## src/hw/rtl/lbh_ram.sv

```systemverilog
// Generic single-write, single-read synchronous RAM with registered read data.
// No dependencies.
module lbh_ram #(
  parameter  int unsigned WIDTH = 32,
  parameter  int unsigned DEPTH = 128,
  localparam int unsigned AW    = $clog2(DEPTH)
) (
  input  logic             clk_i,
  input  logic             we_i,
  input  logic [AW-1:0]    waddr_i,
  input  logic [WIDTH-1:0] wdata_i,
  input  logic             re_i,
  input  logic [AW-1:0]    raddr_i,
  output logic [WIDTH-1:0] rdata_o
);

  logic [WIDTH-1:0] mem_q [DEPTH];
  logic [WIDTH-1:0] rdata_q;

  always_ff @(posedge clk_i) begin
    if (we_i) begin
      mem_q[waddr_i] <= wdata_i;
    end
    if (re_i) begin
      rdata_q <= mem_q[raddr_i];
    end
  end

  assign rdata_o = rdata_q;

endmodule

```

## config.mk

```make
export PLATFORM = sky130hd
export DESIGN_NAME = lbh_ram
export DESIGN_NICKNAME = d
export VERILOG_FILES = /design/src/hw/rtl/lbh_ram.sv
export SDC_FILE = /design/constraint.sdc
export NUM_CORES = 2
export LEC_CHECK = 0
export ABC_CLOCK_PERIOD_IN_PS = 4700
export BUFFER_PORTS_ARGS = -buffer_cell sky130_fd_sc_hd__buf_2
export CAP_MARGIN = 30
export CORE_ASPECT_RATIO = 0.8
export CORE_MARGIN = 5
export CORE_UTILIZATION = 47
export DETAILED_ROUTE_END_ITERATION = 10
export GPL_TIMING_DRIVEN = 0
export SYNTH_ARGS = -nofsm -noshare
export SYNTH_HDL_FRONTEND = slang
export SYNTH_SLANG_ARGS = --single-unit
```

## constraint.sdc

```tcl
create_clock -name clk_i -period 4.7 [get_ports clk_i]
set_input_delay 0.47 -clock clk_i [delete_from_list [all_inputs] [get_ports clk_i]]
set_output_delay 0.47 -clock clk_i [all_outputs]
set_load 0.005 [all_outputs]
```

# ---- After elaboration in Yosys (flattened, before gate mapping)
# Memories as Yosys holds them, arrays and structs flattened. A register that Yosys moved wholly into a read port is not among the register bits.
# Cells that the tools add are included.
dict set report op_classes {
  mux 2
}
# cell n
set ops {}
lappend ops {{1-bit 2-to-1 mux} 2}
dict set report word_totals {
  register_bits 0
  mem_bits_rw 4096
  in_bits 49
  output_inout_bits 32
  wordCells 3
  n_memories 1
}
# name depth word_bits read_ports rd_ports_with_merged_regs write_ports line_no
set memory_table {}
lappend memory_table {mem_q 128 32 1 1 1 17} ;# logic [WIDTH-1:0] mem_q [DEPTH];

# ---- Longest topological paths before layout
dict set report depth {
  depth_word 2
  ltp_mapped 8
  mapped_depth_nobuf 4
}

# ---- Worst setup path after synthesis
# OpenSTA, ideal clock, no wires.
dict set report synth_timing {
  kind {input to register}
  from {input we_i}
  to {memory mem_q[98][0] (enable)}
  setup_time_ns 0.461
  t_arrival_ns 3.248
  required_ns 4.239
  slack_ns 0.991
  stages 3
  path_buffers 1
  path_cell_list {clkbuf_1 -> nand4_1 -> nor3_1}
}
dict set report synth_via {
  elab_chain_len 2
}
# item line_no
set synth_rtl {}
lappend synth_rtl {{start, declared} 9} ;# input logic we_i,
lappend synth_rtl {{1-bit 2-to-1 mux} 21} ;# if (we_i) begin
lappend synth_rtl {{1-bit 2-to-1 mux (not written as such)} 22} ;# mem_q[waddr_i] <= wdata_i;
lappend synth_rtl {{end, declared} 17}
# No other way between the ends.

==> reports/metrics.cfg <==
[outcome]
status=finished, final reports clean

[timing]
max_slew.worst_pin.slew_ns=1.109
finalClockSkew_ns=0.04933
rsz0062_at_grt=no
hold_viol=0
post-route-period-util_pct=88.98
slew_headroom_pct=25.83
fmax_mhz=239.1
holdWs_ns=0.04902
report.final.setup_viol=0
finalWorstPathRequiredPeriod_ns=4.182
maxSlewViolCount=0

[logic_synthesis]
ys_seq_elements=4128
syn_area_per_cell_um2=26.14
synthDistinctLibCells=16
synth_top_area_share_pct=79.16
synth.net_count=6039
syn_inst=5990
ys_warn_count=0
synth_area_um2=156600
seq_area_frac_synth_pct=79.16
yosys.area.top_type=edfxtp_1
ys_top_cells_by_area=edfxtp_1, mux4_2, clkbuf_1

[global_routing]
antenna_found_initial=77
grt_max_degree=97
grt_pass1_vias=70020
grt_first_pass_wirelength_um=570500
overflow=0
grtUsageTotal_pct=23.93

[critical_path]
crit_type=in -> reg
cp-start-kind=input pin
reg2regPathDepth=4
cp-end-kind=flip-flop
reg2reg_to=rdata_o[19]$_DFFE_PP_
required_ns=5.32
r2r_slack_ns=1.86
r2r-start=mem_q[127][19]$_DFFE_PP_
cp.arrival_ns=4.81
crit_fanout=10
crit_path_start=raddr_i[2]

[run]
maxCapViolations=0

[layout]
final_nets=6754
fin_util_pct=54.60
drive_gt1_share_pct=35.07
multiInputGateArea_um2=32260
area_delta_synth_final_pct=15.60
fillers=24270
final-seq-area_um2=124000

[power_and_ir_drop]
ir_worst_vdd_mv=0.3472
p_per_area_nw_per_um2=419.6
p_leak_nw=55.22

[floorplanning]
core_area_um2=331500
dieArea_um2=344900
die_width_um=655.4
rows=189
io_pins=81
die_h_um=526.3
start_util_pct=47.23

[cts]
cts_setup_buffers=0
clk_pin_slew_ns=0.06
cts_hold_buf=8
cts_buffers=385
cts_root_buf=clkbuf_16
cts_resized=0
tritoncts=built
clock_sinks=4128
clk_path_buf_depth=4
htree_levels=5
clk_latency_ns=0.92

[hold_path]
worstHoldPathType=in -> reg
min_from=wdata_i[14]
min_to=mem_q[32][14]$_DFFE_PP_
hold_path_depth=1

[detailed_routing]
first_iter_violations=11000
drt-pass1-iter-count=7
detail-route-antenna-nets=0
drc=0
vias=72210
wl_per_cell_um=36.22
vias_per_cell=6.300
routed_wl_um=415100

[place]
dp_hpwl_um=285100
place.gp.congestion=0.9514
io_buffers=69

==> cell type report <==
cell class,count,share of cell area [%]
antenna,54,0.07465
clock inverter,224,1.201
tap,4393,3.036
multi-input combinational,1546,17.82
clock buffer,472,5.573
buffer,316,0.7423
timing repair buffer,328,3.070
sequential,4128,68.48
==> critical path, stage by stage <==
cell	delay [ns]
clkbuf_1	0.24
buf_2	0.44
clkbuf_2	0.72
clkbuf_1	0.79
mux4_2	0.43
mux4_2	0.64
mux4_2	0.62
mux2_2	0.39
==> sequential cells by signal, indices dropped and copies added, names as in the netlist <==
signal,flops
mem_q,4096
rdata_o,32
==> per-stage QoR <==
step	total power, mW	cell area (um^2)	setup WS (ns)	std cells	TNS, ns
floorplan	43.48	156600	0.9913	5990	0
global placement	45.61	162400	-2.802	10450	-3489.60
detailed placement	45.85	168300	-0.3640	10690	-8.567
CTS	76.31	180700	0.5985	11390	0
global route	78.08	181000	0.5505	11450	0
finish	75.96	181000	0.5179	11460	0
==> layer usage <==
metal	vias up	GRT usage, %	wire length, um
li1	27970	-	-
met1	39870	37.01	172700
met2	3848	33.61	182400
met3	507	7.099	49830
met4	14	5.981	9832
met5	-	0.5790	333
==> logic make-up after synthesis <==
logic type	synth area share (%)
and+or+nand+nor	0.4450
DFF	79.16
buffers and inverters	0.8373
muxes	19.56
==> cell usage in the layout (no fill, tap or decap), types with 8 or more instances in the layout <==
cell type and count:
edfxtp_1 4128, mux4_2 1344, clkbuf_16 391, clkbuf_1 240
buf_2 119, nor2_4 119, clkinv_1 89, buf_16 83
buf_12 79, clkinv_2 66, diode_2 54, buf_8 48
buf_1 47, buf_6 44, bufinv_16 41, buf_4 34
mux2_2 32, clkbuf_2 23, nand2_1 14, nand3_1 12
clkinvlp_4 11, nor3_2 9, dlygate4sd3_1 8
==> cell usage after synthesis, drive strengths merged <==
| library cell | instances |
|---|---|
| buf | 134 |
| clkbuf | 182 |
| edfxtp | 4128 |
| mux2 | 32 |
| mux4 | 1344 |
| nand2 | 14 |
| nand2b | 2 |
| nand3 | 12 |
| nand4 | 3 |
| nor2 | 122 |
| nor2b | 7 |
| nor3 | 9 |
| or3 | 1 |
==> report_power, final <==
group / total [mW] / switching, mW / internal (mW)
Combinational: 4.40 / 2.79 / 1.62
Clock: 30.8 / 13.3 / 17.5
Sequential: 40.7 / 0.0405 / 40.7
Total: 76.0 / 16.2 / 59.8
==> worst max path at each step <==
| stage | to | slack, ns |
|---|---|---|
| after global placement | mem_q[84][8]$_DFFE_PP_ | -2.80 |
| after detailed placement | rdata_o[11]$_DFFE_PP_ | -0.36 |
| after CTS | rdata_o[25]$_DFFE_PP_ | 0.60 |
| after floorplan | mem_q[98][0]$_DFFE_PP_ | 0.99 |
| after global routing | rdata_o[9]$_DFFE_PP_ | 0.55 |
| final | rdata_o[25]$_DFFE_PP_ | 0.52 |
No activity file was read; power rests on OpenSTA's default activity.
