**src/hw/rtl/lbh_pkg.sv**
```systemverilog
// Shared constants, register indexes and types of the linear bin histogram.
// No dependencies.
package lbh_pkg;

  localparam int unsigned SMP_W      = 32;  // sample and range width
  localparam int unsigned NB_W       = 8;   // bins_in_use width
  localparam int unsigned RB_W       = 7;   // read_bin / bin_number width
  localparam int unsigned TOTAL_W    = 32;  // bin_total width
  localparam int unsigned PROD_W     = SMP_W + NB_W;
  localparam int unsigned DIV_CNT_W  = $clog2(NB_W);

  localparam int unsigned DEF_MAX_BINS   = 128;
  localparam int unsigned DEF_COUNT_BITS = 32;

  localparam int unsigned CFG_IDX_W  = 2;
  localparam int unsigned CFG_DATA_W = 32;

  localparam logic [CFG_IDX_W-1:0] REG_RANGE_LOW  = 2'd0;
  localparam logic [CFG_IDX_W-1:0] REG_RANGE_HIGH = 2'd1;
  localparam logic [CFG_IDX_W-1:0] REG_BINS       = 2'd2;

  localparam logic [SMP_W-1:0] RST_RANGE_LOW  = '0;
  localparam logic [SMP_W-1:0] RST_RANGE_HIGH = '1;
  localparam logic [NB_W-1:0]  RST_BINS       = 8'd100;

  localparam logic KIND_ADD  = 1'b0;
  localparam logic KIND_READ = 1'b1;

  typedef struct packed {
    logic [SMP_W-1:0] low;
    logic [SMP_W-1:0] high;
    logic [NB_W-1:0]  nb;     // active bins, clamped to the table size and to 255
  } cfg_t;

  typedef struct packed {
    logic             start;
    logic [SMP_W-1:0] d;
    logic [NB_W-1:0]  nb;
    logic [SMP_W-1:0] span;
  } div_req_t;

  typedef struct packed {
    logic            done;
    logic [NB_W-1:0] quo;
  } div_rsp_t;

endpackage

```
**src/hw/rtl/lbh_div.sv**
```systemverilog
// Bin index unit: registered d*nb product, then one quotient bit per cycle
// against the span. Quotient is below nb, so NB_W steps suffice. Depends on lbh_pkg.
module lbh_div (
  input  logic              clk_i,
  input  logic              rst_ni,
  input  lbh_pkg::div_req_t req_i,
  output lbh_pkg::div_rsp_t rsp_o
);

  localparam int unsigned SmpW  = lbh_pkg::SMP_W;
  localparam int unsigned NbW   = lbh_pkg::NB_W;
  localparam int unsigned ProdW = lbh_pkg::PROD_W;
  localparam int unsigned CntW  = lbh_pkg::DIV_CNT_W;

  logic            busy_q, done_q;
  logic [CntW-1:0] cnt_q;
  logic [SmpW-1:0] rem_q, span_q;
  logic [NbW-1:0]  low_q, quo_q;

  logic [ProdW-1:0] prod;
  logic [SmpW:0]    trial;
  logic             ge;
  logic [SmpW-1:0]  rem_d;

  assign prod  = ProdW'(req_i.d) * ProdW'(req_i.nb);
  assign trial = {rem_q, low_q[NbW-1]};
  assign ge    = trial >= {1'b0, span_q};

  // rem_q < span_q, so both arms fit SMP_W bits
  always_comb begin
    if (ge) begin
      rem_d = SmpW'(trial - {1'b0, span_q});
    end else begin
      rem_d = trial[SmpW-1:0];
    end
  end

  always_ff @(posedge clk_i or negedge rst_ni) begin
    if (!rst_ni) begin
      busy_q <= 1'b0;
      done_q <= 1'b0;
      cnt_q  <= '0;
    end else begin
      done_q <= 1'b0;
      if (req_i.start && !busy_q) begin
        busy_q <= 1'b1;
        cnt_q  <= '0;
      end else if (busy_q) begin
        cnt_q <= cnt_q + 1'b1;
        if (cnt_q == CntW'(NbW - 1)) begin
          busy_q <= 1'b0;
          done_q <= 1'b1;
        end
      end
    end
  end

  always_ff @(posedge clk_i) begin
    if (req_i.start && !busy_q) begin
      {rem_q, low_q} <= prod;
      span_q         <= req_i.span;
      quo_q          <= '0;
    end else if (busy_q) begin
      rem_q <= rem_d;
      low_q <= {low_q[NbW-2:0], 1'b0};
      quo_q <= {quo_q[NbW-2:0], ge};
    end
  end

  assign rsp_o.done = done_q;
  assign rsp_o.quo  = quo_q;

endmodule

```
**config.mk**
```make
export PLATFORM = sky130hd
export DESIGN_NAME = lbh_div
export DESIGN_NICKNAME = d
export VERILOG_FILES = /design/src/hw/rtl/lbh_pkg.sv /design/src/hw/rtl/lbh_div.sv
export SDC_FILE = /design/constraint.sdc
export NUM_CORES = 1
export LEC_CHECK = 0
export ABC_AREA = 1
export BUFFER_PORTS_ARGS = -buffer_cell sky130_fd_sc_hd__clkbuf_2
export CAP_MARGIN = 20
export CORE_ASPECT_RATIO = 0.7
export CORE_MARGIN = 5
export CORE_UTILIZATION = 30
export DETAILED_ROUTE_END_ITERATION = 10
export GPL_TIMING_DRIVEN = 0
export PLACE_DENSITY = 0.49
export SLEW_MARGIN = 5
export SYNTH_ARGS = -nofsm -noshare
export SYNTH_HDL_FRONTEND = slang
export SYNTH_SLANG_ARGS = --single-unit
```
**constraint.sdc**
```tcl
create_clock -name clk_i -period 2.4 [get_ports clk_i]
set_input_delay 0.48 -clock clk_i [delete_from_list [all_inputs] [get_ports clk_i]]
set_output_delay 0.48 -clock clk_i [all_outputs]
set_load 0.02 [all_outputs]
```
# Yosys cells after proc, flatten, opt, wreduce, memory -nomap -nowiden
# Cells that the tools add are included.
# classes
n_addsub	2
multipliers	1
div	0
order_cmp	1
eq_ne	1
n_shift	0
mux	13
bitwise_logic	0
n_reduce_logical	3
# op_table
op	count
32-bit two-way mux	3
32-bit by 8-bit multiplier with 40-bit output	1
33-bit by 32-bit >= comparator with 1-bit output	1
32-bit subtractor	1
8-bit two-way mux	2
1-bit two-way mux	6
3-bit two-way mux	2
3-bit by 1-bit adder with 3-bit output (second input constant)	1
3-bit == test (second input constant)	1
2-bit nonzero test	1
1-bit logical AND	1
1-bit logical NOT	1
# word_totals
ff_bits	85
latchBits	0
mem_bits_rw	0
rom_bits	0
inputBits	75
out_inout_bits	9
wordCells	28
n_memories	0

# Logic depth before layout (Yosys ltp)
# depth
ltp_word	4
depth_mapped	25
depth_no_buf	24

# Least setup slack after synthesis
# No wires, ideal clock.
# synth_timing
path_kind	input -> register
from	input port req_i[39] (netlist bit)
to	register rem_q[27] (data pin)
setup_ns	0.253
arrival_ns	4.221
required_time_ns	2.147
slack_ns	-2.073
cell_stages	21
path_buffers	1
path_cell_list	clkbuf_1 nand2_1 fa_1 fa_1 inv_1 fa_1 inv_1 fa_1 inv_1 ha_1 nand2_1 nor2_1 nand2_1 nand2_1 nand2_1 nand2_1 nand3_1 nand2_1 nand2_1 nand3_1 nand2_1
# synth_via
elab_chain_cells	2
# synth_lines
item	line_no	text
start, declared	lbh_div.sv:6	input lbh_pkg::div_req_t req_i,
32-bit by 8-bit multiplier with 40-bit output	lbh_div.sv:25	assign prod = ProdW'(req_i.d) * ProdW'(req_i.nb);
32-bit two-way mux	lbh_div.sv:59	if (req_i.start && !busy_q) begin
end signal, assigned	lbh_div.sv:60	{rem_q, low_q} <= prod;
end signal, assigned	lbh_div.sv:64	rem_q <= rem_d;
end, declared	lbh_div.sv:17	logic [SmpW-1:0] rem_q, span_q;
# Every way passes these cells.
# A chain may end at the register's enable or synchronous reset.

# Worst setup path in the final report
# Same ends and word-level chain as after synthesis.

==> results.cfg <==
[grt]
antenna_found_initial = 0
grt_pass1_vias = 14230
overflow_left_after_global_routing = 0
grt_first_pass_wirelength_um = 78430
pin_count_of_the_biggest_net_entering_global_routing = 48
track_usage = 0.1794

[drt]
via_count = 14000
final_antenna_net_count = 0
drc_violation_total_after_the_first_tritonroute_iteration = 925
routed_wirelength_um = 49670
post-route-drc-count = 0
drt-wirelength-per-cell_um = 16.14
route.detailed.vias_per_inst = 4.548
drt-pass1-iter-count = 8

[outcome]
status = finished, violations left
violations = negative setup slack

[finish]
multiInputGateArea_mm2 = 0.01196
final_net_count = 2749
final_layout_size_suffix_gt1_frac = 0.2546
finish.cell_count_without_fillers = 3078
area_occupied_by_registers_mm2 = 0.002447
finish.utilization = 0.3970
fill_cells = 5265
area_growth_pct = 31.43
diode_count = 0

[synth]
synthesized_netlist_net_count = 2621
synthFlopType = sky130_fd_sc_hd__edfxtp_1
postSynthAreaPerCell_um2 = 6.717
postSynth.asyncResetShare = 0.05882
synth_area_leaders = sky130_fd_sc_hd__fa_1 (24%), sky130_fd_sc_hd__nand2_1 (19%), sky130_fd_sc_hd__inv_1 (16%)
post_synth_most_frequent_cells = sky130_fd_sc_hd__nand2_1 (767), sky130_fd_sc_hd__inv_1 (630), sky130_fd_sc_hd__fa_1 (181)
postSynthRegisterBits = 85
synth_warnings = 0
synth_edf_count = 72
postSynthCellCount = 2271
post-synth-top-count-cell = sky130_fd_sc_hd__nand2_1
yosysSeqAreaShare = 0.1604
netlist_area_before_placement_mm2 = 0.01525
synth_cell_type_count = 43
synthDominantAreaCellType = sky130_fd_sc_hd__fa_1
yosys.area.top_type_share = 0.2375

[sta]
period_minus_slack_ns = 4.242
unrepaired_setup_endpoints_after_global_routing = yes
finalWorstSetupSlack_ns = -1.842
report.final.setup_viol = 36
timing.final.max_slew_violations = 0
relSlewSlack = 0.4444
final.period_utilization = 1.768
achievable-frequency_ghz = 0.2357
timing_worst_slew_pin_value_ns = 0.8334
timing.clock.skew_ns = 0.005135
hold_violations = 0

[floorplanning]
initial_utilization = 0.3020
io_pins = 84
die_w_um = 279.5
core_area_mm2 = 0.05050
design.die.area_mm2 = 0.05553
rows = 69
fp.dieH_um = 198.7

[clock_tree]
numClockSinks = 85
clock-root-buffer = sky130_fd_sc_hd__clkbuf_16
cts.reportedPaths.clkPinSlew_ns = 0.07
worst_skew_pair_latency_ns = 0.36
cts_tree = built
htreeDepth = 3
numCtsBuffers = 9
clk_path_buf_depth = 2

[critical_path]
crit_path_max_incr_delay_ns = 0.53
worst-endpoint-required_ns = 2.52
cp_data_arrival_time_ns = 4.36
worst_path_max_delay_cell = sky130_fd_sc_hd__fa_1
path_max_fanout = 6
cp_common_cell = sky130_fd_sc_hd__nand2_1
cp.buffers_inverters = 7
setup.worst_path.end_class = flip-flop
worstSetupPathType = in2reg
setup.worst_path.start_class = input pin
path_delay_family = adder cells
timing.critical_path.cells = clkbuf_16 -> clkbuf_16 -> buf_12 -> nand2_1 -> inv_1 -> fa_1 -> fa_2 -> fa_1 -> inv_1 -> fa_1 -> inv_2 -> ha_4 -> nand2_2 -> nor2_4 -> inv_4 -> nor3_4 -> nand3_4 -> nand2_1 -> nand2_1 -> nand3_2 -> nand2_1

[placement]
port_buffers = 51
numPlacedInstances = 2997
routabilityCongestion = 0.8858
dp_hpwl_um = 40750

[pwr]
vdd_ir_drop_max_uv = 687.1
powerDensity_mw_per_mm2 = 1415
power_leakage_nw = 11.19

[flow_run]
maxCapViolCount = 0

[hold_path]
min_path_type = in2reg
==> logic make-up after synthesis <==
logic type | count (synthesis) | share of synthesized area
xor gates and xnor gates | 29 | 0.01665
buffers and inverters | 712 | 0.1800
AOI/OAI and AO/OA | 108 | 0.03880
adders and majority gates | 275 | 0.3146
and+or+nand+nor | 1062 | 0.2895
DFF | 85 | 0.1604
==> cells in the final DEF, fill, tap and decap left out, types with 17 or more instances in the layout <==
| cell | instances |
|---|---|
| sky130_fd_sc_hd__a21oi_1 | 20 |
| sky130_fd_sc_hd__a21oi_2 | 25 |
| sky130_fd_sc_hd__buf_4 | 43 |
| sky130_fd_sc_hd__buf_6 | 21 |
| sky130_fd_sc_hd__clkbuf_16 | 35 |
| sky130_fd_sc_hd__clkbuf_2 | 49 |
| sky130_fd_sc_hd__clkbuf_8 | 29 |
| sky130_fd_sc_hd__edfxtp_1 | 72 |
| sky130_fd_sc_hd__fa_1 | 169 |
| sky130_fd_sc_hd__ha_1 | 52 |
| sky130_fd_sc_hd__ha_4 | 39 |
| sky130_fd_sc_hd__inv_1 | 549 |
| sky130_fd_sc_hd__inv_2 | 82 |
| sky130_fd_sc_hd__nand2_1 | 647 |
| sky130_fd_sc_hd__nand2_2 | 77 |
| sky130_fd_sc_hd__nand2_4 | 47 |
| sky130_fd_sc_hd__nand3_1 | 86 |
| sky130_fd_sc_hd__nand3_2 | 18 |
| sky130_fd_sc_hd__nand3b_1 | 36 |
| sky130_fd_sc_hd__nor2_1 | 64 |
| sky130_fd_sc_hd__nor2_2 | 24 |
| sky130_fd_sc_hd__nor2_4 | 26 |
| sky130_fd_sc_hd__o21ai_1 | 17 |
==> report_power, final <==
part	switching, mW	leakage, nW	internal [mW]
logic	14.3	10.2	9.69
registers	0.364	0.839	2.50
clock network	0.650	0.157	0.842
total	15.3	11.2	13.0
==> timing repair <==
item,4_1_cts,5_1_grt
gates cloned,3,2
pin swaps,98,135
gates resized for setup,206,159
hold endpoints to repair,5,0
hold buffers,1,0
setup endpoints to repair,37,38
setup buffers,47,19
==> layer usage <==
metal	global-route usage	share of wire	vias up
li1	-	-	6881
met1	0.2777	0.51	6795
met2	0.2672	0.41	280
met3	0.03297	0.066	42
met4	0.02423	0.012	0
met5	0	0	-
==> area by class of cell <==
type | count | share of cell area
clock inverter | 4 | 0.001560
tap | 674 | 0.04206
buffer | 74 | 0.05311
sequential | 85 | 0.1221
multi-input combinational | 1474 | 0.5964
clock buffer | 12 | 0.01398
timing repair buffer | 117 | 0.05055
inverter | 638 | 0.1203
==> worst register-to-register path, stage by stage (launching register included) <==
cell and delay, ns:
sky130_fd_sc_hd__edfxtp_1 0.43, sky130_fd_sc_hd__ha_1 0.39, sky130_fd_sc_hd__nand2_1 0.12, sky130_fd_sc_hd__nor2_1 0.31, sky130_fd_sc_hd__nand2_1 0.11, sky130_fd_sc_hd__inv_1 0.11
sky130_fd_sc_hd__nand2_1 0.09, sky130_fd_sc_hd__nand2_2 0.10, sky130_fd_sc_hd__nand2_4 0.10, sky130_fd_sc_hd__nand2_8 0.12, sky130_fd_sc_hd__buf_6 0.17, sky130_fd_sc_hd__nand3_1 0.14
sky130_fd_sc_hd__nand2_1 0.09, sky130_fd_sc_hd__nand2_1 0.07
==> flip-flops by register name (all words and copies together), names as in the netlist <==
name,cells
rem_q,32
span_q,32
low_q,8
quo_q,8
cnt_q,3
busy_q,1
done_q,1
==> path summary, 6_finish.rpt <==
check,end,start,slack (ns),cells past startpoint
min in group asynchronous,cnt_q[1],rst_ni,0.47,2
min reg2reg,quo_q[7],quo_q[7],0.47,2
max in group asynchronous,busy_q,rst_ni,1.80,2
min,span_q[29],req_i[29],0.29,1
max,rem_q[27],req_i[39],-1.84,21
max reg2reg,rem_q[26],rem_q[11],-0.18,13
==> per-stage QoR <==
stage               power [mW]  hold slack [ns]  setup slack (ns)  instance area [um^2]  setup TNS, ns
finish                   28.38           0.2861            -1.842                 20050         -58.93
global route             31.13           0.2672            -2.000                 20050         -63.98
CTS                      26.66           0.2676            -1.843                 19350         -58.78
detailed placement       22.20           0.3030            -2.615                 17760         -84.49
global placement         22.18           0.3010            -2.627                 17740        -156.66
floorplan                17.54           0.1844            -1.700                 16640         -54.02
Note: power is estimated with default switching activity, not from simulation.
