$ cat config.mk
export PLATFORM = sky130hd
export DESIGN_NAME = lbh_cfg_flat
export DESIGN_NICKNAME = d
export VERILOG_FILES = /design/src/hw/rtl/lbh_pkg.sv /design/src/hw/rtl/lbh_cfg_if.sv /design/src/hw/rtl/lbh_cfg.sv /design/src/flat_wrapper.sv
export SDC_FILE = /design/constraint.sdc
export NUM_CORES = 1
export LEC_CHECK = 0
export BUFFER_PORTS_ARGS = -buffer_cell sky130_fd_sc_hd__buf_2
export CAP_MARGIN = 20
export CORE_UTILIZATION = 40
export DETAILED_ROUTE_END_ITERATION = 10
export PLACE_DENSITY_LB_ADDON = 0.15
export RECOVER_POWER = 100
export SYNTH_ARGS = -nofsm -noshare
export SYNTH_HDL_FRONTEND = slang
export SYNTH_SLANG_ARGS = --single-unit
$ cat constraint.sdc
create_clock -name clk_i -period 0.9 [get_ports clk_i]
set_input_delay 0.27 -clock clk_i [delete_from_list [all_inputs] [get_ports clk_i]]
set_output_delay 0.27 -clock clk_i [all_outputs]
set_load 0.02 [all_outputs]
$ cat src/hw/rtl/lbh_pkg.sv
// Shared constants, register indexes and types of the linear bin histogram.
// No dependencies.
package lbh_pkg;

  localparam int unsigned SMP_W      = 32;  // sample and range width
  localparam int unsigned NB_W       = 8;   // bins_in_use width
  localparam int unsigned RB_W       = 7;   // read_bin / bin_number width
  localparam int unsigned TOTAL_W    = 32;  // bin_total width
  localparam int unsigned PROD_W     = SMP_W + NB_W;
  localparam int unsigned DIV_CNT_W  = $clog2(NB_W);

  localparam int unsigned DEF_MAX_BINS   = 128;
  localparam int unsigned DEF_COUNT_BITS = 32;

  localparam int unsigned CFG_IDX_W  = 2;
  localparam int unsigned CFG_DATA_W = 32;

  localparam logic [CFG_IDX_W-1:0] REG_RANGE_LOW  = 2'd0;
  localparam logic [CFG_IDX_W-1:0] REG_RANGE_HIGH = 2'd1;
  localparam logic [CFG_IDX_W-1:0] REG_BINS       = 2'd2;

  localparam logic [SMP_W-1:0] RST_RANGE_LOW  = '0;
  localparam logic [SMP_W-1:0] RST_RANGE_HIGH = '1;
  localparam logic [NB_W-1:0]  RST_BINS       = 8'd100;

  localparam logic KIND_ADD  = 1'b0;
  localparam logic KIND_READ = 1'b1;

  typedef struct packed {
    logic [SMP_W-1:0] low;
    logic [SMP_W-1:0] high;
    logic [NB_W-1:0]  nb;     // active bins, clamped to the table size and to 255
  } cfg_t;

  typedef struct packed {
    logic             start;
    logic [SMP_W-1:0] d;
    logic [NB_W-1:0]  nb;
    logic [SMP_W-1:0] span;
  } div_req_t;

  typedef struct packed {
    logic            done;
    logic [NB_W-1:0] quo;
  } div_rsp_t;

endpackage

$ cat src/hw/rtl/lbh_cfg_if.sv
// Configuration write channel: register index and write data.
// Depends on lbh_pkg.
interface lbh_cfg_if;
  logic                           valid;
  logic                           ready;
  logic [lbh_pkg::CFG_IDX_W-1:0]  index;
  logic [lbh_pkg::CFG_DATA_W-1:0] data;

  modport source (output valid, index, data, input ready);
  modport sink   (input valid, index, data, output ready);
endinterface

$ cat src/hw/rtl/lbh_cfg.sv
// Configuration registers and active bin count of the histogram.
// Depends on lbh_pkg and lbh_cfg_if.
module lbh_cfg #(
  parameter int unsigned MAX_BINS = lbh_pkg::DEF_MAX_BINS
) (
  input  logic          clk_i,
  input  logic          rst_ni,
  lbh_cfg_if.sink       cfg_i,
  output lbh_pkg::cfg_t cfg_o
);

  localparam int unsigned NbW   = lbh_pkg::NB_W;
  localparam int unsigned SmpW  = lbh_pkg::SMP_W;
  localparam int unsigned NbMax = (MAX_BINS > 255) ? 255 : MAX_BINS;

  logic [SmpW-1:0] low_q, high_q;
  logic [NbW-1:0]  bins_q;
  logic            wr;

  assign cfg_i.ready = 1'b1;
  assign wr = cfg_i.valid && cfg_i.ready;

  always_ff @(posedge clk_i or negedge rst_ni) begin
    if (!rst_ni) begin
      low_q  <= lbh_pkg::RST_RANGE_LOW;
      high_q <= lbh_pkg::RST_RANGE_HIGH;
      bins_q <= lbh_pkg::RST_BINS;
    end else if (wr) begin
      case (cfg_i.index)
        lbh_pkg::REG_RANGE_LOW:  low_q  <= cfg_i.data[SmpW-1:0];
        lbh_pkg::REG_RANGE_HIGH: high_q <= cfg_i.data[SmpW-1:0];
        lbh_pkg::REG_BINS:       bins_q <= cfg_i.data[NbW-1:0];
        default: ;
      endcase
    end
  end

  always_comb begin
    cfg_o.low  = low_q;
    cfg_o.high = high_q;
    cfg_o.nb   = (bins_q > NbW'(NbMax)) ? NbW'(NbMax) : bins_q;
  end

endmodule

$ cat src/flat_wrapper.sv
// flat-port wrapper written by rule: the top's interface ports become plain ports
module lbh_cfg_flat 
#(
  parameter int unsigned MAX_BINS = lbh_pkg::DEF_MAX_BINS
)
  (clk_i, rst_ni, cfg_o, cfg_i_valid, cfg_i_index, cfg_i_data, cfg_i_ready);
  lbh_cfg_if cfg_i_i ();
  input  logic clk_i;
  input  logic rst_ni;
  output lbh_pkg::cfg_t cfg_o;
  input wire logic [$bits(cfg_i_i.valid)-1:0] cfg_i_valid;
  input wire logic [$bits(cfg_i_i.index)-1:0] cfg_i_index;
  input wire logic [$bits(cfg_i_i.data)-1:0] cfg_i_data;
  output wire logic [$bits(cfg_i_i.ready)-1:0] cfg_i_ready;
  assign cfg_i_i.valid = cfg_i_valid;
  assign cfg_i_i.index = cfg_i_index;
  assign cfg_i_i.data = cfg_i_data;
  assign cfg_i_ready = cfg_i_i.ready;
  lbh_cfg #(.MAX_BINS(MAX_BINS)) u_core (.clk_i(clk_i), .rst_ni(rst_ni), .cfg_i(cfg_i_i), .cfg_o(cfg_o));
endmodule
After elaboration in Yosys (flattened, before gate mapping)
Index checks and enable logic that the tools add are counted.
{"block": "word_totals", "regBits": 72, "in_bits": 37, "out_inout_bits": 73, "elab_cells": 11}
{"block": "op_classes", "magnitude_cmp": 1, "eq_ne": 2, "n_mux": 1, "n_reduce_logical": 4}
{"op": "8-bit > comparator, second input constant", "count": 1}
{"op": "8-bit 2-to-1 mux", "count": 1}
{"op": "2-bit AND reduction", "count": 3}
{"op": "2-bit by 1-bit == test with 1-bit output, second input constant", "count": 1}
{"op": "2-bit == test, second input constant", "count": 1}
{"op": "2-bit zero test", "count": 1}

Logic depth before layout (Yosys ltp)
Gate-level depths: netlist of run 1.
{"block": "depth", "word_depth": 2, "mapped_depth": 3}

Worst setup path after synthesis of run 1
Ideal clock, no wire load.
{"block": "synth_timing", "kind": "input port to flip-flop", "from": "input port cfg_i_index[1]", "to": "register u_core.low_q[10]", "arrival_time_ns": 1.070, "required_ns": 0.775, "setup_slack_ns": -0.295, "cell_stages": 3, "n_path_buf": 1, "path_cell_list": "nor3b_4 > buf_6 > mux2_2"}
{"block": "synth_between", "elab_chain_len": 2}
{"item": "from (decl)", "line_no": "flat_wrapper.sv:12", "rtl": "input wire logic [$bits(cfg_i_i.index)-1:0] cfg_i_index;"}
{"item": "2-bit zero test", "line_no": "lbh_cfg.sv:29", "rtl": "case (cfg_i.index)"}
{"item": "2-bit AND reduction (no line)"}
{"item": "to (signal assigned)", "line_no": "lbh_cfg.sv:25", "rtl": "low_q <= lbh_pkg::RST_RANGE_LOW;"}
{"item": "to (signal assigned)", "line_no": "lbh_cfg.sv:30", "rtl": "lbh_pkg::REG_RANGE_LOW: low_q <= cfg_i.data[SmpW-1:0];"}
{"item": "to (decl)", "line_no": "lbh_cfg.sv:16", "rtl": "logic [SmpW-1:0] low_q, high_q;"}
Every way passes these cells.
A chain may end at the register's enable or synchronous reset.

==> results of run 1 <==
## final timing paths
kind	cells past startpoint	to	startpoint	slack, ps
worst max-delay path	2	cfg_o[4]	u_core.bins_q[7]$_DFFE_PN0P_	-570
worst min-delay path	2	u_core.low_q[27]$_DFFE_PN0P_	cfg_i_data[27]	180
worst max register to register	1	u_core.bins_q[7]$_DFFE_PN0P_	u_core.bins_q[7]$_DFFE_PN0P_	-80
worst min register to register	1	u_core.bins_q[0]$_DFFE_PN0P_	u_core.bins_q[0]$_DFFE_PN0P_	520
max in group asynchronous	3	u_core.high_q[26]$_DFFE_PN1P_	rst_ni	40
min in group asynchronous	3	u_core.bins_q[1]$_DFFE_PN0P_	rst_ni	520
## flip-flops by register name, indices dropped and copies added (netlist names)
name	flops
u_core.bins_q	8
u_core.low_q	32
u_core.high_q	32
## cell usage after synthesis
| master | count | area, sq um |
|---|---|---|
| mux2_2 | 70 | 788 |
| dfrtp_1 | 37 | 926 |
| dfstp_2 | 35 | 920 |
| nor2b_1 | 7 | 43.8 |
| buf_6 | 5 | 56.3 |
| buf_4 | 2 | 15.0 |
| mux2_1 | 2 | 22.5 |
| clkbuf_1 | 1 | 3.75 |
| conb_1 | 1 | 3.75 |
| nand3b_1 | 1 | 7.51 |
| nand3b_2 | 1 | 11.3 |
| nor3b_4 | 1 | 18.8 |
## kinds of logic after synthesis
family                 share of synthesized area
buffers and inverters                     0.0267
multiplexers                               0.288
flip-flops                                 0.655
AND/OR/NAND/NOR                           0.0289
other                                    0.00133
## per-stage QoR
| stage | worst slack (ps) | util |
|---|---|---|
| after floorplan | -295 | - |
| after global placement | -440 | 0.533 |
| after detailed placement | -480 | 0.533 |
| after CTS | -593 | 0.673 |
| after global routing | -612 | 0.680 |
| final | -568 | 0.680 |
## cell type report
type / count / area share
Sequential cell: 72 / 0.400
Timing Repair Buffer: 139 / 0.285
Multi-Input combinational cell: 83 / 0.234
Clock buffer: 11 / 0.0328
Tap cell: 96 / 0.0260
Clock inverter: 5 / 0.0222
## layout by cell type, fill, tap and decap left out, drive strengths merged
cell type	netlist	routed
buf	7	135
bufinv	0	3
clkbuf	1	14
clkinv	0	1
clkinvlp	0	1
conb	1	1
dfrtp	37	37
dfstp	35	35
dlygate4sd3	0	1
mux2	72	72
nand3b	2	2
nor2b	7	7
nor3b	1	1
## timing repair
action	4_1_cts	5_1_grt
hold buffers	1	0
hold endpoints to repair	37	0
pin swaps	1	2
resized for setup	170	6
cloned	3	0
setup endpoints to repair	109	109
buffers inserted	7	15
## layer usage
metal	part of all wire	GRT usage
met1	0.44	0.245
met2	0.49	0.286
met3	0.062	0.0472
met4	0.012	0.0818
met5	0	0
## power by group
part / switching [mW] / leakage, nW / total (mW) / internal (mW)
clock: 1.17 / 0.126 / 3.15 / 1.99
sequential: 0.484 / 0.805 / 4.56 / 4.08
combinational: 1.46 / 1.24 / 3.55 / 2.08
total: 3.11 / 2.17 / 11.3 / 8.15
## critical path, stage by stage, from the launching register on
cell and delay [ps]:
dfrtp_2 550, nor2b_4 140, buf_2 170
==> reports/results.tsv, run 1 <==
metric	value	unit
Placer Congestion	0.672	
dpl cell area	3620	sq um
DRT Wirelength	6.24	mm
Syn Nets	200	
Final setup viols	106	
Final period util	1.63	
Worst EP required	630	ps
Die Span Y	85.9	um
final hold viol count	0	
fin crit period	1470	ps
root buf cell	clkbuf_8	
worst hold slack	178	ps
placed insts	368	
Power Dens Cells	2440	nW/um^2
Tot GR Track Use	0.184	
post-route ant nets	0	
Clock transition at path regs	70	ps
row count	30	
violated checks	setup timing	
First-pass DRT Iterations	4	
Ports	110	
RSZ-0062 raised after global routing	true	
Mapped Cells	163	
n_diodes	0	
CTS Buf Count	9	
Initial Utilization	0.415	
first-pass GRT wire length	10.3	mm
Post-Syn Area	2820	sq um
worst-path fanout max	9	
Crit Path Category	reg -> out	
Clock Latency Late Sink	330	ps
chip width	85.9	um
NumNets Final	342	
initial antenna violation count	0	
H-Tree Depth	3	
register area share after synthesis	0.655	
status	complete, but fails checks	
fin area	4620	sq um
Startpoint Class	flop	
WP data arrival	1200	ps
total grt overflow	0	
core area	6790	sq um
clock buffer depth	2	
pin count of the biggest net entering global routing	40	
via count	1852	
Fmax achieved	0.681	GHz
CP Capture Type	output port	
via-per-instance ratio	4.56	
die footprint	7380	sq um
leakage power total	2.17	nW
share of cells above drive strength 1	0.865	
initial DRC count	46	
Fill cells	475	
vias in the first global route	1964	
Yosys Warn Count	0	
Clock Sinks	72	
Storage cell area	1850	sq um
DPL Wire Length	3.92	mm
Port Buffer Count	108	
Total Power	11.3	mW
Worst Skew	0	ps
Yosys reg bits	72	
CTS tree	done	
Post-Layout Cell Count	406	
synth unique cells	12	
drc violations	0	
WL/cell	15.4	um
fin worst setup slack	-568	ps
Layout area overhead	63.9	%
worst min path class	in -> reg	
setup TNS	-26480	ps
Syn Area/Cell	17.3	sq um
Max Cap Viol	0	
area of the multi-input gates	1080	sq um
fin. max-slew vios	0	
maximum vdd drop	1.14	mV
(Power assumes the default switching activity.)
==> run 2, diff against run 1 <==
--- a/config.mk
+++ b/config.mk
@@ -7,7 +7,9 @@
 export LEC_CHECK = 0
 export BUFFER_PORTS_ARGS = -buffer_cell sky130_fd_sc_hd__buf_2
 export CAP_MARGIN = 20
-export CORE_UTILIZATION = 40
+export CELL_PAD_IN_SITES_DETAIL_PLACEMENT = 0
+export CELL_PAD_IN_SITES_GLOBAL_PLACEMENT = 2
+export CORE_UTILIZATION = 32
 export DETAILED_ROUTE_END_ITERATION = 10
 export PLACE_DENSITY_LB_ADDON = 0.15
 export RECOVER_POWER = 100
==> run 2 against run 1 <==
Routed wire length increased by 7.0%. Largest power group unchanged. Largest cell class unchanged. Register-to-register slack got worse by 40 ps. The flow still finishes with violations (setup timing). Critical path depth increased by 1. Critical endpoint is now cfg_o[5].
==> reports/results.tsv, run 2 (same netlist as run 1, synthesis figures left out) <==
metric	value	unit	change
initial DRC count	44		-4.3%
NumNets Final	352		+2.9%
Clock transition at path regs	80	ps	about the same
Worst Skew	0	ps	unchanged
First-pass DRT Iterations	4		unchanged
Post-Layout Cell Count	425		+4.7%
total grt overflow	0		unchanged
final hold viol count	0		unchanged
leakage power total	2.22	nW	+2.2%
Placer Congestion	0.641		-4.6%
commonest cells after routing, fill and taps aside	buf_6, mux2_2, dfrtp_1		
combinational share of power	0.335		+0.020
Final setup viols	111		+4.7%
CP bufs+invs	2		+1
Clock Latency Late Sink	340	ps	about the same
Fill cells	692		+46%
root buf cell	clkbuf_8		
drc violations	0		unchanged
worst min path class	in -> reg		
Die Span Y	95.8	um	+12%
Startpoint Class	flop		
Max Cap Viol	0		unchanged
Tot GR Track Use	0.152		-0.0324
H-Tree Depth	3		unchanged
Layout area overhead	68.2	%	
fin crit period	1480	ps	+16.9 ps
Power Dens Cells	2390	nW/um^2	-2.2%
violated checks	setup timing		
via-per-instance ratio	4.45		-2.5%
core area	8380	sq um	+23%
Initial Utilization	0.336		-0.0785
Worst EP required	630	ps	about the same
switching power	3.18	mW	+2.2%
DPL Wire Length	4.06	mm	+3.5%
first-pass GRT wire length	10.1	mm	-1.6%
WP data arrival	1210	ps	about the same
fin. max-slew vios	0		unchanged
P_int	8.12	mW	-0.30%
setup TNS	-27870	ps	-1390 ps
CP Capture Type	output port		
Clock Sinks	72		unchanged
Port Buffer Count	108		unchanged
RSZ-0062 raised after global routing	true		
most common cell after layout, fill and taps aside	buf_6		
Total Power	11.3	mW	+0.38%
sequential power share	0.400		-0.005
worst-path fanout max	4		-5
CTS Buf Count	9		unchanged
Final Core Density	0.565		-0.114
clock network power share	0.265		-0.015
post-route ant nets	0		unchanged
clock buffer depth	2		unchanged
slowest stage delay, CP	510	ps	-40 ps
status	complete, but fails checks		
fin worst setup slack	-585	ps	-16.9 ps
crit path cell chain	buf_6 > nor2b_4 > buf_6		
WL/cell	15.7	um	+2.2%
Fmax achieved	0.673	GHz	-1.1%
placed insts	378		+2.7%
chip width	95.8	um	+12%
Largest regs	u_core.high_q x32, u_core.low_q x32, u_core.bins_q x8		
Ports	110		unchanged
CTS tree	done		
vias in the first global route	1921		-2.2%
delay-heaviest family, CP	flip-flops		
Slowest cell on crit path	dfrtp_4		
share of cells above drive strength 1	0.869		+0.00423
switching share of power	0.281		+0.00492
row count	33		+10%
initial antenna violation count	0		unchanged
DRT Wirelength	6.68	mm	+7.0%
maximum vdd drop	0.974	mV	-14%
Crit Path Category	reg -> out		
n_diodes	0		unchanged
via count	1890		+2.1%
die footprint	9180	sq um	+24%
pin count of the biggest net entering global routing	40		unchanged
cell mode on critical path	buf_6		
Final period util	1.65		+0.0188
## run 2: layout make-up
class / instances / area (sq um) / area share
Clock buffer: 12 / 165 / 0.0349
Clock inverter: 4 / 73.8 / 0.0156
Multi-Input combinational cell: 83 / 1080 / 0.227
Sequential cell: 72 / 1850 / 0.390
Tap cell: 105 / 131 / 0.0277
Timing Repair Buffer: 149 / 1440 / 0.304
## run 2: final timing paths
| check | startpoint | endpoint | cells past startpoint | slack [ps] |
|---|---|---|---|---|
| hold reg to reg | u_core.bins_q[0]$_DFFE_PN0P_ | u_core.bins_q[0]$_DFFE_PN0P_ | 1 | 520 |
| setup / recovery | u_core.bins_q[7]$_DFFE_PN0P_ | cfg_o[5] | 3 | -580 |
| max in group asynchronous | rst_ni | u_core.high_q[11]$_DFFE_PN1P_ | 3 | 10 |
| hold / removal | cfg_i_data[23] | u_core.low_q[23]$_DFFE_PN0P_ | 2 | 170 |
| min in group asynchronous | rst_ni | u_core.low_q[2]$_DFFE_PN0P_ | 3 | 510 |
| setup reg to reg | u_core.bins_q[7]$_DFFE_PN0P_ | u_core.bins_q[7]$_DFFE_PN0P_ | 2 | -120 |
## run 2: power groups by stage
stage	clock [mW]	combinational, mW	sequential, mW
CTS	3.09	3.68	4.52
global placement	0	2.49	4.44
detailed placement	0	2.50	4.46
finish	2.99	3.79	4.52
global route	3.26	4.01	4.59
floorplan	0	0.862	5.16
## run 2: what timing repair did
item / 4_1_cts / 5_1_grt
hold buffers: 1 / 0
pin swaps: 1 / 1
setup buffers: 15 / 14
endpoints found under the hold margin: 37 / 0
gates cloned: 4 / 0
setup endpoints to repair: 106 / 105
gates resized for setup: 194 / 5
## run 2: layer usage
metal / share of wire / global-route usage / wire length, um
met2: 0.49 / 0.242 / 3280
met1: 0.43 / 0.189 / 2900
met3: 0.065 / 0.0640 / 432
met5: 0 / 0 / 0
met4: 0.011 / 0.0410 / 72
## run 2: through the flow
step / setup WS, ps / hold WS (ps) / area [sq um]
after floorplan: -295 / -25.6 / 2890
after global placement: -463 / 290 / 3630
after detailed placement: -483 / 289 / 3630
after CTS: -610 / 157 / 4710
after global routing: -666 / 147 / 4740
final: -585 / 174 / 4740
==> run 3, diff against run 2 <==
--- a/config.mk
+++ b/config.mk
@@ -16,3 +16,4 @@
 export SYNTH_ARGS = -nofsm -noshare
 export SYNTH_HDL_FRONTEND = slang
 export SYNTH_SLANG_ARGS = --single-unit
+export TNS_END_PERCENT = 5
==> run 3 against run 2 <==
The flow still finishes with violations (setup timing). Largest cell class unchanged. Count of clock-buffer cells in the layout shrank 1. Critical endpoint is now cfg_o[1]. Maximum frequency rose by 6.2%. Design area fell by 14%. Combinational power decreased by 23%. Routed wire length is 13% lower. Clock power decreased by 6.7%. First-iteration DRC count shrank 41%. Final cell count is 7.3% lower. Highest routed layer unchanged. Sequential share of layout area rose by 6.1 points.
==> reports/results.tsv, run 3 (same netlist as run 1, synthesis figures left out) <==
metric	value	unit	change
status	complete, but fails checks		
violated checks	setup timing		
initial antenna violation count	0		unchanged
CP Capture Type	output port		
WP data arrival	1130	ps	-80 ps
NumNets Final	321		-8.8%
Crit. Startpoint	u_core.bins_q[7]$_DFFE_PN0P_		
final hold viol count	0		unchanged
maximum vdd drop	1.26	mV	+30%
reg2reg path depth	1		-1
Clock Latency Late Sink	320	ps	-20 ps
Clock Sinks	72		unchanged
pin count of the biggest net entering global routing	33		-18%
Post-Layout Cell Count	394		-7.3%
Max Cap Viol	0		unchanged
fin. max-slew vios	0		unchanged
Hold Path Stages	2		unchanged
Initial Utilization	0.336		unchanged
via-per-instance ratio	4.47		+0.56%
clock buffer depth	2		unchanged
worst min path class	in -> reg		
Tot GR Track Use	0.138		-0.0137
worst-path fanout max	9		+5
setup TNS	-26360	ps	+1520 ps
slowest stage delay, CP	500	ps	about the same
Power Dens Cells	2480	nW/um^2	+4.0%
DPL Wire Length	4.03	mm	-0.72%
H-Tree Depth	3		unchanged
Layout area overhead	45.2	%	
Fill cells	766		+11%
commonest cells after routing, fill and taps aside	mux2_2, buf_2, buf_6		
WL/cell	14.8	um	-5.9%
Crit Path Category	reg -> out		
DRT Wirelength	5.83	mm	-13%
drc violations	0		unchanged
Final period util	1.55		-0.0960
core area	8380	sq um	unchanged
row count	33		unchanged
Worst EP required	630	ps	about the same
placed insts	377		-0.26%
fin crit period	1400	ps	-86.4 ps
flop2flop setup slack	0	ps	+120 ps
Fmax achieved	0.715	GHz	+6.2%
initial DRC count	26		-41%
Clock transition at path regs	80	ps	about the same
Placer Congestion	0.672		+4.9%
leakage power total	1.86	nW	-16%
worst reg2reg startpoint	u_core.bins_q[7]$_DFFE_PN0P_		
die footprint	9180	sq um	unchanged
CTS tree	done		
CP bufs+invs	1		-1
RSZ-0062 raised after global routing	true		
Largest regs	u_core.high_q x32, u_core.low_q x32, u_core.bins_q x8		
RR Endpoint	u_core.bins_q[7]$_DFFE_PN0P_		
Port Buffer Count	108		unchanged
Total Power	10.1	mW	-10%
n_diodes	0		unchanged
most common cell after layout, fill and taps aside	mux2_2		
Slowest cell on crit path	dfrtp_2		
chip width	95.8	um	unchanged
CTS Buf Count	9		unchanged
delay-heaviest family, CP	flip-flops		
total grt overflow	0		unchanged
root buf cell	clkbuf_8		
crit path to	cfg_o[1]		
Worst Skew	0	ps	unchanged
Die Span Y	95.8	um	unchanged
Worst path depth	2		-1
First-pass DRT Iterations	3		-1
Ports	110		unchanged
Startpoint Class	flop		
pre-CTS WS	-465	ps	+18.2 ps
crit path cell chain	nor2b_1 > buf_4		
Post-CTS Repair Setup Buffers	0		-15
vias in the first global route	1827		-4.9%
fin worst setup slack	-498	ps	+86.4 ps
Final setup viols	135		+22%
post-route ant nets	0		unchanged
share of cells above drive strength 1	0.830		-0.0383
via count	1762		-6.8%
first-pass GRT wire length	9.31	mm	-8.0%
run 3: cell types whose count changed in the layout (fill, tap and decap cells not counted), sizes merged:
cell / change
clkinvlp: +2
buf: -31
clkbuf: -1
inv: -1
run 3: metrics by stage:
stage / util / cell area (sq um) / hold slack (ps)
2_1_floorplan: - / 2820 / -25.6
3_3_place_gp: 0.425 / 3560 / 147
3_5_place_dp: 0.425 / 3560 / 144
4_1_cts: 0.484 / 4060 / 160
5_1_grt: 0.488 / 4090 / 159
6_report: 0.488 / 4090 / 179
run 3: cell type report:
type	count	area (sq um)	share of cell area
clock buffers	11	141	0.0346
clock inverters	5	80.1	0.0196
multi-input cells	83	933	0.228
flip-flops and latches	72	1850	0.452
well taps	105	131	0.0321
repair buffers	118	957	0.234
run 3: where the power goes:
part           switching (mW)  total (mW)  leakage [nW]  internal, mW
clock network            1.16        2.79         0.106          1.63
logic                    1.39        2.91         0.950          1.52
registers               0.379        4.45         0.805          4.07
total                    2.93        10.1          1.86          7.22
run 3: worst min-delay path by stage:
stage / startpoint / endpoint / slack, ps
CTS: cfg_i_data[23] / u_core.low_q[23]$_DFFE_PN0P_ / 160
floorplan: rst_ni / u_core.bins_q[0]$_DFFE_PN0P_ / -30
detailed placement: rst_ni / u_core.low_q[8]$_DFFE_PN0P_ / 140
finish: cfg_i_data[19] / u_core.low_q[19]$_DFFE_PN0P_ / 180
global route: cfg_i_data[19] / u_core.low_q[19]$_DFFE_PN0P_ / 160
global placement: rst_ni / u_core.low_q[8]$_DFFE_PN0P_ / 150
run 3: metal layers:
metal,track usage,wire [um],vias to the layer above
met5,0,0,-
met4,0.0597,78,0
met3,0.0458,408,9
met2,0.214,2860,62
met1,0.177,2480,880
li1,-,-,811
run 3: timing repair:
action	4_1_cts	5_1_grt
pin swaps	0	2
hold endpoints to repair	4	0
endpoints found under the setup margin	123	113
resized for setup	84	21
hold buffers	1	0
